### src/rtl/assert_macros.svh
// assertion macros shared by the rtl of the letter histogram block
// no dependencies; files that check their own logic include this header
`ifndef ASSERT_MACROS_SVH
`define ASSERT_MACROS_SVH
`ifndef SYNTHESIS
// property that must hold on every clock edge outside reset
`define AST_HOLDS(lbl, clk, rst_n, prop) \
    lbl: assert property (@(posedge clk) disable iff (!rst_n) (prop)) \
        else $error("assertion failed");
// antecedent in one cycle implies consequent in the next
`define AST_NEXT(lbl, clk, rst_n, ante, cons) \
    lbl: assert property (@(posedge clk) disable iff (!rst_n) (ante) |=> (cons)) \
        else $error("assertion failed");
`else
`define AST_HOLDS(lbl, clk, rst_n, prop)
`define AST_NEXT(lbl, clk, rst_n, ante, cons)
`endif
`endif

### src/rtl/lhmm_pkg.sv
// types and constants of the letter histogram block
// no dependencies; used by every module of the block
package lhmm_pkg;

    localparam int unsigned NUM_LETTERS = 26;
    localparam logic [7:0]  CODE_A      = 8'd97;
    localparam logic [4:0]  LAST_INDEX  = 5'd25;

    // sequencer states
    typedef enum logic [1:0] {
        ST_IDLE,
        ST_SCAN,
        ST_HOLD
    } t_state;

    // controls of the count bank
    typedef struct packed {
        logic inc;
        logic clr;
    } t_cnt_ctrl;

    // controls of the scan unit
    typedef struct packed {
        logic step;
        logic first;
    } t_scan_ctrl;

    // one result item
    typedef struct packed {
        logic       found;
        logic [4:0] most_letter;
        logic [9:0] most_count;
        logic [4:0] least_letter;
        logic [9:0] least_count;
    } t_result;

endpackage

### src/rtl/lhmm_counts.sv
// bank of 26 saturating letter counters with one shared access port
// depends on lhmm_pkg
module lhmm_counts #(
    parameter int CNT_W     = 10,
    parameter int MAX_COUNT = 1023
) (
    input  logic                   i_clk,
    input  logic                   i_rst_n,
    input  lhmm_pkg::t_cnt_ctrl    i_ctrl,
    input  logic [4:0]             i_addr,
    output logic [CNT_W-1:0]       o_count
);

    logic [CNT_W-1:0] r_cnt [lhmm_pkg::NUM_LETTERS];
    logic [CNT_W-1:0] w_cur;
    logic             w_below;

    // single read port shared by counting and scanning
    assign w_cur   = r_cnt[i_addr];
    assign w_below = (w_cur < CNT_W'(MAX_COUNT));
    assign o_count = w_cur;

    // increment with saturation, or clear the entry just scanned
    always_ff @(posedge i_clk) begin
        if (!i_rst_n) begin
            for (int k = 0; k < lhmm_pkg::NUM_LETTERS; k++) begin
                r_cnt[k] <= '0;
            end
        end else if (i_ctrl.clr) begin
            r_cnt[i_addr] <= '0;
        end else if (i_ctrl.inc && w_below) begin
            r_cnt[i_addr] <= w_cur + CNT_W'(1);
        end
    end

endmodule

### src/rtl/lhmm_scan.sv
// shared compare unit that folds one count a cycle into most/least while step is high
// depends on lhmm_pkg
module lhmm_scan #(
    parameter int CNT_W = 10
) (
    input  logic                  i_clk,
    input  logic                  i_rst_n,
    input  lhmm_pkg::t_scan_ctrl  i_ctrl,
    input  logic [4:0]            i_idx,
    input  logic [CNT_W-1:0]      i_count,
    output lhmm_pkg::t_result     o_result
);

    logic             r_any,       n_any;
    logic [4:0]       r_most_idx,  n_most_idx;
    logic [CNT_W-1:0] r_most_cnt,  n_most_cnt;
    logic [4:0]       r_least_idx, n_least_idx;
    logic [CNT_W-1:0] r_least_cnt, n_least_cnt;

    // fold step: first entry starts from zero, strict compares keep lowest on ties
    always_comb begin
        n_any       = i_ctrl.first ? 1'b0 : r_any;
        n_most_idx  = i_ctrl.first ? 5'd0 : r_most_idx;
        n_most_cnt  = i_ctrl.first ? '0   : r_most_cnt;
        n_least_idx = i_ctrl.first ? 5'd0 : r_least_idx;
        n_least_cnt = i_ctrl.first ? '0   : r_least_cnt;
        if (i_count != '0) begin
            if (!n_any) begin
                n_any       = 1'b1;
                n_most_idx  = i_idx;
                n_most_cnt  = i_count;
                n_least_idx = i_idx;
                n_least_cnt = i_count;
            end else begin
                if (i_count > n_most_cnt) begin
                    n_most_idx = i_idx;
                    n_most_cnt = i_count;
                end
                if (i_count < n_least_cnt) begin
                    n_least_idx = i_idx;
                    n_least_cnt = i_count;
                end
            end
        end
    end

    // control flag
    always_ff @(posedge i_clk) begin
        if (!i_rst_n) begin
            r_any <= 1'b0;
        end else if (i_ctrl.step) begin
            r_any <= n_any;
        end
    end

    // running extremes
    always_ff @(posedge i_clk) begin
        if (i_ctrl.step) begin
            r_most_idx  <= n_most_idx;
            r_most_cnt  <= n_most_cnt;
            r_least_idx <= n_least_idx;
            r_least_cnt <= n_least_cnt;
        end
    end

    assign o_result.found        = r_any;
    assign o_result.most_letter  = r_most_idx;
    assign o_result.most_count   = 10'(r_most_cnt);
    assign o_result.least_letter = r_least_idx;
    assign o_result.least_count  = 10'(r_least_cnt);

endmodule

### src/rtl/letter_histogram_min_max_core.sv
// channel   dir  signals                         item contents
// s_axis    in   tvalid tready tdata[7:0] tlast  one byte of a string, tlast on its final byte
// m_axis    out  tvalid tready tdata[31:0] tuser one result per string
//
// each letter byte, also the last, is counted in its accept cycle: one byte a cycle when ready
// the last byte starts a scan of the 26 counts through one shared compare unit, one
// count a cycle, each entry cleared as it is read; input is not ready during the scan
// and the hold state after it, longer while the previous result waits on the output register
// reset is synchronous, active low, and clears all counts at once
// depends on lhmm_pkg, lhmm_counts, lhmm_scan and assert_macros.svh
`include "assert_macros.svh"
module letter_histogram_min_max_core #(
    parameter int MAX_COUNT = 1023
) (
    input  logic        i_clk,
    input  logic        i_rst_n,
    input  logic        i_s_axis_tvalid,
    output logic        o_s_axis_tready,
    input  logic [7:0]  i_s_axis_tdata,   // [7:0] char_code
    input  logic        i_s_axis_tlast,
    output logic        o_m_axis_tvalid,
    input  logic        i_m_axis_tready,
    output logic [31:0] o_m_axis_tdata,   // [4:0] most_letter, [14:5] most_count,
                                          // [19:15] least_letter, [29:20] least_count,
                                          // [31:30] zero
    output logic        o_m_axis_tuser    // [0] found
);

    localparam int CNT_W = $clog2(MAX_COUNT + 1);

    lhmm_pkg::t_state     r_state, n_state;
    logic [4:0]           r_idx;
    logic                 r_out_valid;
    lhmm_pkg::t_result    r_out;
    lhmm_pkg::t_cnt_ctrl  w_cnt_ctrl;
    lhmm_pkg::t_scan_ctrl w_scan_ctrl;
    lhmm_pkg::t_result    w_result;
    logic                 w_acc;
    logic                 w_letter;
    logic [7:0]           w_offset;
    logic [4:0]           w_addr;
    logic [CNT_W-1:0]     w_count;
    logic                 w_out_free;
    logic                 w_load;

    // byte decode
    assign w_offset   = i_s_axis_tdata - lhmm_pkg::CODE_A;
    assign w_letter   = (i_s_axis_tdata >= lhmm_pkg::CODE_A) &&
                        (w_offset <= 8'(lhmm_pkg::LAST_INDEX));
    assign w_acc      = i_s_axis_tvalid && o_s_axis_tready;
    assign w_out_free = !r_out_valid || i_m_axis_tready;

    // next state
    always_comb begin
        n_state = r_state;
        unique case (r_state)
            lhmm_pkg::ST_IDLE: begin
                if (w_acc && i_s_axis_tlast) n_state = lhmm_pkg::ST_SCAN;
            end
            lhmm_pkg::ST_SCAN: begin
                if (r_idx == lhmm_pkg::LAST_INDEX) n_state = lhmm_pkg::ST_HOLD;
            end
            lhmm_pkg::ST_HOLD: begin
                if (w_out_free) n_state = lhmm_pkg::ST_IDLE;
            end
            default: n_state = lhmm_pkg::ST_IDLE;
        endcase
    end

    // state outputs
    always_comb begin
        o_s_axis_tready   = 1'b0;
        w_cnt_ctrl.inc    = 1'b0;
        w_cnt_ctrl.clr    = 1'b0;
        w_scan_ctrl.step  = 1'b0;
        w_scan_ctrl.first = 1'b0;
        w_load            = 1'b0;
        w_addr            = w_offset[4:0];
        unique case (r_state)
            lhmm_pkg::ST_IDLE: begin
                o_s_axis_tready = 1'b1;
                w_cnt_ctrl.inc  = i_s_axis_tvalid && w_letter;
            end
            lhmm_pkg::ST_SCAN: begin
                w_cnt_ctrl.clr    = 1'b1;
                w_scan_ctrl.step  = 1'b1;
                w_scan_ctrl.first = (r_idx == 5'd0);
                w_addr            = r_idx;
            end
            lhmm_pkg::ST_HOLD: begin
                w_load = w_out_free;
            end
            default: begin
                o_s_axis_tready = 1'b0;
            end
        endcase
    end

    // state and scan index
    always_ff @(posedge i_clk) begin
        if (!i_rst_n) begin
            r_state <= lhmm_pkg::ST_IDLE;
            r_idx   <= 5'd0;
        end else begin
            r_state <= n_state;
            if (r_state == lhmm_pkg::ST_SCAN) begin
                r_idx <= r_idx + 5'd1;
            end else begin
                r_idx <= 5'd0;
            end
        end
    end

    lhmm_counts #(
        .CNT_W     (CNT_W),
        .MAX_COUNT (MAX_COUNT)
    ) u_counts (
        .i_clk   (i_clk),
        .i_rst_n (i_rst_n),
        .i_ctrl  (w_cnt_ctrl),
        .i_addr  (w_addr),
        .o_count (w_count)
    );

    lhmm_scan #(
        .CNT_W (CNT_W)
    ) u_scan (
        .i_clk    (i_clk),
        .i_rst_n  (i_rst_n),
        .i_ctrl   (w_scan_ctrl),
        .i_idx    (r_idx),
        .i_count  (w_count),
        .o_result (w_result)
    );

    // output register
    always_ff @(posedge i_clk) begin
        if (!i_rst_n) begin
            r_out_valid <= 1'b0;
        end else if (w_load) begin
            r_out_valid <= 1'b1;
        end else if (i_m_axis_tready) begin
            r_out_valid <= 1'b0;
        end
    end

    always_ff @(posedge i_clk) begin
        if (w_load) begin
            r_out <= w_result;
        end
    end

    assign o_m_axis_tvalid = r_out_valid;
    assign o_m_axis_tuser  = r_out.found;
    assign o_m_axis_tdata  = {2'b00, r_out.least_count, r_out.least_letter,
                              r_out.most_count, r_out.most_letter};

    // checks
    `AST_NEXT(a_last_starts_scan, i_clk, i_rst_n,
              w_acc && i_s_axis_tlast,
              (r_state == lhmm_pkg::ST_SCAN) && (r_idx == 5'd0))
    `AST_NEXT(a_scan_advances, i_clk, i_rst_n,
              (r_state == lhmm_pkg::ST_SCAN) && (r_idx != lhmm_pkg::LAST_INDEX),
              (r_state == lhmm_pkg::ST_SCAN) && (r_idx == 5'($past(r_idx) + 5'd1)))
    `AST_NEXT(a_scan_ends_hold, i_clk, i_rst_n,
              (r_state == lhmm_pkg::ST_SCAN) && (r_idx == lhmm_pkg::LAST_INDEX),
              r_state == lhmm_pkg::ST_HOLD)
    `AST_NEXT(a_hold_delivers, i_clk, i_rst_n,
              (r_state == lhmm_pkg::ST_HOLD) && w_out_free,
              (r_state == lhmm_pkg::ST_IDLE) && o_m_axis_tvalid)

endmodule

### config.mk
export PLATFORM = sky130hd
export DESIGN_NAME = letter_histogram_min_max_core
export DESIGN_NICKNAME = d
export VERILOG_FILES = /design/src/rtl/lhmm_pkg.sv /design/src/rtl/lhmm_counts.sv /design/src/rtl/lhmm_scan.sv /design/src/rtl/letter_histogram_min_max_core.sv
export VERILOG_INCLUDE_DIRS = /design/src /design/src/rtl
export SDC_FILE = /design/constraint.sdc
export NUM_CORES = 1
export LEC_CHECK = 0
export ABC_AREA = 1
export ABC_CLOCK_PERIOD_IN_PS = 7700
export BUFFER_PORTS_ARGS = -buffer_cell sky130_fd_sc_hd__buf_2
export CORE_MARGIN = 2
export CORE_UTILIZATION = 60
export CTS_BUF_LIST = sky130_fd_sc_hd__clkbuf_4 sky130_fd_sc_hd__clkbuf_8
export CTS_CLUSTER_SIZE = 14
export DETAILED_ROUTE_END_ITERATION = 16
export PLACE_DENSITY = 0.79
export SYNTH_ARGS = -nofsm -noshare
export SYNTH_HDL_FRONTEND = slang
export SYNTH_SLANG_ARGS = --single-unit
### constraint.sdc
create_clock -name i_clk -period 7.7 [get_ports i_clk]
set_clock_uncertainty 0.2 [all_clocks]
set_input_delay 1.54 -clock i_clk [delete_from_list [all_inputs] [get_ports i_clk]]
set_output_delay 1.54 -clock i_clk [all_outputs]
set_load 0.02 [all_outputs]
Word-level counts from Yosys, hierarchy flattened
Memories as Yosys holds them, arrays and structs flattened.
Cells that the tools add are included.

word-level totals
  bits in registers = 70
  RAM bits = 260
  input bits = 13
  output and inout bits = 35
  memories = 1

memories
  memory          depth  width  read ports  clocked after memory_dff  wr ports  RTL line           RTL
  u_counts.r_cnt  26     10     1           0                         26        lhmm_counts.sv:14  logic [CNT_W-1:0] r_cnt [lhmm_pkg::NUM_LETTERS];

operators by class
  add/sub/neg operators = 3
  $lt $le $gt $ge = 5
  eq/ne operators = 6
  muxes and demuxes = 42
  bitwise logic cells = 1
  reductions and logical operators = 14

operators with widths
  kind                                                                              count
  10-bit two-way mux                                                                10
  5-bit two-way mux                                                                 10
  1-bit two-way mux                                                                 17
  10-bit by 1-bit adder with 10-bit output, second input constant                   1
  10-bit greater-than comparator                                                    1
  10-bit less-than comparator                                                       1
  10-bit less-than comparator, second input constant                                1
  10-bit nonzero test                                                               1
  10-bit OR reduction                                                               1
  8-bit by 7-bit >= comparator with 1-bit output, second input constant             1
  8-bit by 5-bit less-or-equal comparator with 1-bit output, second input constant  1
  2-bit two-way mux                                                                 4
  8-bit by 7-bit subtractor with 8-bit output, second input constant                1
  2-bit inequality test, second input constant                                      3
  2-bit one-hot mux with 3 select lines                                             1
  5-bit by 1-bit adder with 5-bit output, second input constant                     1
  5-bit == test, second input constant                                              1
  1-bit logical AND                                                                 5
  5-bit logical NOT                                                                 1
  3-bit AND reduction                                                               1
  2-bit by 1-bit == test with 1-bit output, second input constant                   1
  2-bit == test, second input constant                                              1
  2-bit logical NOT                                                                 1
  2-bit AND reduction                                                               1
  other kinds (4)                                                                   4

Depth between registers and ports, before layout
  word-level depth = 13
  depth in mapped cells = 31
  mapped depth without buffers = 29

Modules after synthesis
Synthesis repeated with hierarchy kept, for this count alone.

second synthesis, totals
  cells, all modules = 2042
  area, all modules = 18838.1 um^2

by module, submodules not included
  module                         times used  cells each  area an instance (um^2)
  lhmm_counts                    1           1629        15102.0
  lhmm_scan                      1           276         2154.6
  letter_histogram_min_max_core  1           137         1581.5

Least setup slack after synthesis
OpenSTA, ideal clock, no wires.

  kind = input -> register
  start point = in i_s_axis_tdata[0]
  end point = reg u_scan.r_most_cnt[3] (data pin)
  setup time = 0.265 ns
  data arrival time = 4.645 ns
  required time = 7.235 ns
  path slack = 2.591 ns
  stages on the path = 25
  buffers on the path = 2
  cell sequence = inv_1 -> ha_1 -> nand3_1 -> nand3_1 -> nand2_2 -> nor2_1 -> buf_2 -> nand3_1 -> nand2_1 -> nor2_1 -> nand2_1 -> inv_1 -> ha_1 -> nand4_1 -> nor2_1 -> o21ai_0 -> o2111ai_1 -> nand2_1 -> inv_1 -> clkbuf_1 -> nor2_1 -> o21ai_0 -> o21ai_0 -> nand2_1 -> o21ai_1

between the ends
  longest elaborated chain between the ends = 7
  elaborated cells on any way between the ends = 8

RTL lines
  what                                           RTL line                             RTL
  start, declared                                letter_histogram_min_max_core.sv:19  input logic [7:0] i_s_axis_tdata,
  8-bit by 7-bit subtractor with 8-bit output *  letter_histogram_min_max_core.sv:47  assign w_offset = i_s_axis_tdata - lhmm_pkg::CODE_A;
  5-bit two-way mux *                            letter_histogram_min_max_core.sv:79  unique case (r_state)
  memory read 26 x 10 bit *                      -
  10-bit greater-than comparator                 lhmm_scan.sv:35                      if (i_count > n_most_cnt) begin
  10-bit two-way mux                             lhmm_scan.sv:35
  10-bit two-way mux                             lhmm_scan.sv:28                      if (!n_any) begin
  10-bit two-way mux *                           lhmm_scan.sv:27                      if (i_count != '0) begin
  via u_scan.n_most_cnt[3]                       lhmm_scan.sv:16                      logic [CNT_W-1:0] r_most_cnt, n_most_cnt;
  end signal, assigned                           lhmm_scan.sv:60                      r_most_cnt <= n_most_cnt;
  end, declared                                  lhmm_scan.sv:16

The timed path passes the listed nets; every way through them passes the cells marked *.
A chain may end at the register's enable or synchronous reset.

Final worst setup path
  start point = in i_s_axis_tdata[0]
  end point = reg u_scan.r_most_cnt[8] (data pin)

The elaborated chain is that of the path after synthesis.

==> run metrics <==
outcome=finished clean; WL per Instance=approximately 19 um; combinational cell fraction of total power=20.7%; Detail Route Antenna Nets=0; critical path's largest stage delay=0.60 ns; worst hold endpoint=o_m_axis_tuser; sequential cell area=roughly 12000 um^2; Peak VDD IR=0.153 mV; sequential power share=45.6%; WHS Path Cells=0; IO Pins=48; die area=between 30000 and 40000 um^2; register area share after synthesis=57.2%; initial antenna violation count=0; Syn Inst Count=2367; Layout area overhead=8.44%; Post-synth EDFFs=roughly 380; hold buffers post-CTS=0; Hold Fails Final Rpt=0; Place WS=roughly 0.93 ns; PortBufs=45; share of cells above drive strength 1=10.2%; setup_tns=0 ns; gr ovfl total=0; final setup vio count=0; Slew HR=30.3%; R2R depth=23; final net count=around 2400; power after layout=5350 uW; setup slack, reg-to-reg=1.49 ns; post-CTS resize count=0; CP max-delay cell=buf_4; vias per inst=5.65; Clock Sinks=390; Hold Path Origin=u_scan.r_any; synthesized area per cell=8.59 um^2; max-cap viol count=0; DRC errors left=0; die extent in y=between 150 and 200 um; P_leak=0.0100 uW; Slew @ Worst Pin=1.04 ns; Via Count=16400; most common cell after layout, fill and taps aside=nand2_1; Clock Power Share=between 30% and 40%; commonest register cell after synthesis=edfxtp_1; CP dominant cell by count=nand2_1; Total Routing Usage GR=31.9%; vias in the first global route=between 15000 and 20000; DPL Wire Length=36.8 mm; Core Box Area=33400 um^2; worst setup margin=1.35 ns; Max Slew Vio Count=0; # fillers=2673; ys async rst share=0%; CP endpoint kind=register; crit start category=primary input; Routed WL=around 56 mm; Tcrit/Tclk final=82.5%; YS warnings=0; Int Pwr=3660 uW; Initial Util=about three fifths; DR pass1 iterations=7; clk_lat worst skew=0.65 ns; 1st-iter DRT viols=2435; switching share of power=between 30% and 40%; most frequent cells in the layout=nand2_1, nor2_1, edfxtp_1; TritonCTS clock tree=built; worst min path class=reg2reg; P_sw=between 1500 and 2000 uW; CTS Buf Count=61; largest net degree at the start of global routing=56; CTS Buffer Depth=3; Peak Freq=0.157 GHz; worst path required time=7.87 ns; Die X=188 um; unrepaired setup endpoints after global routing=no; crit path kind=in2reg; Root Driver=clkbuf_8; worst-path fanout max=53; area occupied by multi-input gates=6680 um^2; Power Dens Cells=243 nW/um^2; post-synthesis register bit count=between 300 and 400; row cnt=67; Data arrival, critical path=between 6 and 7 ns; routability cong.=approximately 1.0; crit path time final=6.35 ns; global-route wire length before repair=about 86 mm; post-synthesis cell area=approximately 20000 um^2; diode count=0; reg2reg start=r_idx[0]; RR Endpoint=u_scan.r_most_cnt[8]; Post-CTS Setup Bufs=0; Worst-path clk slew=0.07 ns; post-synth cell types=42; CTS H-Tree Depth=2
## registers in the layout (all words and copies together) (netlist names), 2 cells and up
| signal | count |
|---|---|
| u_counts.r_cnt | 320 |
| o_m_axis_tdata | 30 |
| u_scan.r_least_cnt | 10 |
| u_scan.r_most_cnt | 10 |
| r_idx | 5 |
| u_scan.r_least_idx | 5 |
| u_scan.r_most_idx | 5 |
| r_state | 2 |
## critical path, delay by kind of cell
kind                     cells  cell delay (ns)
AO/OA/AOI/OAI                6             0.81
adder cells (fa/ha/maj)      1             0.22
buffers and inverters        5             1.53
AND/OR/NAND/NOR             13             2.38
## cell families after synthesis
logic type / after synthesis / synth area share, %
other: 1 / 0.0185
DFF: 390 / 57.2
buffers and inverters: 477 / 10.0
adders and majority gates: 28 / 1.72
xor gates and xnor gates: 1 / 0.0431
muxes: 2 / 0.0985
AOI/OAI and AO/OA: 141 / 3.63
and+or+nand+nor: 1327 / 27.3
## cell type report
| type | instances | share of cell area [%] |
|---|---|---|
| flip-flops and latches | 390 | 52.7 |
| well taps | 448 | 2.54 |
| clock inverters | 36 | 1.27 |
| inverters | 349 | 5.94 |
| multi-input cells | 1501 | 30.3 |
| repair buffers | 95 | 2.78 |
| clock buffers | 78 | 4.42 |
## cell usage after synthesis (2+ instances only)
master	n	area share [%]
nand3_1	107	2.6
nand2_1	678	13
dfxtp_1	9	0.89
o21ai_1	26	0.64
nand2_4	5	0.28
nand2_2	12	0.37
nor2_1	402	7.4
nand4_1	72	2.2
or2_2	7	0.22
a21oi_1	15	0.37
nor3_1	5	0.12
inv_2	8	0.15
edfxtp_1	381	56
clkbuf_1	23	0.42
buf_1	11	0.20
o21ai_0	90	2.2
buf_2	56	1.4
nor2_4	3	0.17
buf_4	28	1.0
buf_6	10	0.55
nand3_2	4	0.20
ha_1	28	1.7
inv_1	340	6.3
o2111ai_1	2	0.086
mux2i_1	2	0.099
or2_1	6	0.18
o21bai_1	2	0.074
nor2_2	9	0.28
nand3b_1	13	0.48
## metrics by stage
step	instance area, um^2	instances	util [%]	hold WS, ns
2_1_floorplan	20300	2368	-	0.208
3_3_place_gp	20800	2783	62.1	0.214
3_5_place_dp	20800	2783	62.1	0.223
4_1_cts	22000	2897	65.9	0.237
5_1_grt	22000	2897	65.9	0.242
6_report	22000	2897	65.9	0.238
## power by group through the flow
stage	clock [uW]	sequential (uW)	combinational (uW)
floorplan	0	2470	723
global placement	0	2480	1050
detailed placement	0	2480	1070
CTS	1810	2440	1070
global route	1900	2440	1200
finish	1800	2440	1110
## metal layers
metal	routed length, um	track usage, %
met1	21500	43.4
met5	0	0
met4	2710	15.5
met2	25100	49.1
met3	6880	6.68
## worst max-delay path by stage
stage                                 start                   end  slack [ns]  cells after the start
final                     i_s_axis_tdata[0]  u_scan.r_most_cnt[8]        1.35                     25
after floorplan           i_s_axis_tdata[0]  u_scan.r_most_cnt[3]        2.59                     25
after global routing      i_s_axis_tdata[0]  u_scan.r_most_cnt[9]        0.94                     26
after global placement    i_s_axis_tdata[0]  u_scan.r_most_cnt[9]        1.05                     25
after detailed placement  i_s_axis_tdata[0]  u_scan.r_most_cnt[3]        0.93                     25
after CTS                 i_s_axis_tdata[0]  u_scan.r_most_cnt[3]        1.58                     25
(Power assumes the default switching activity.)
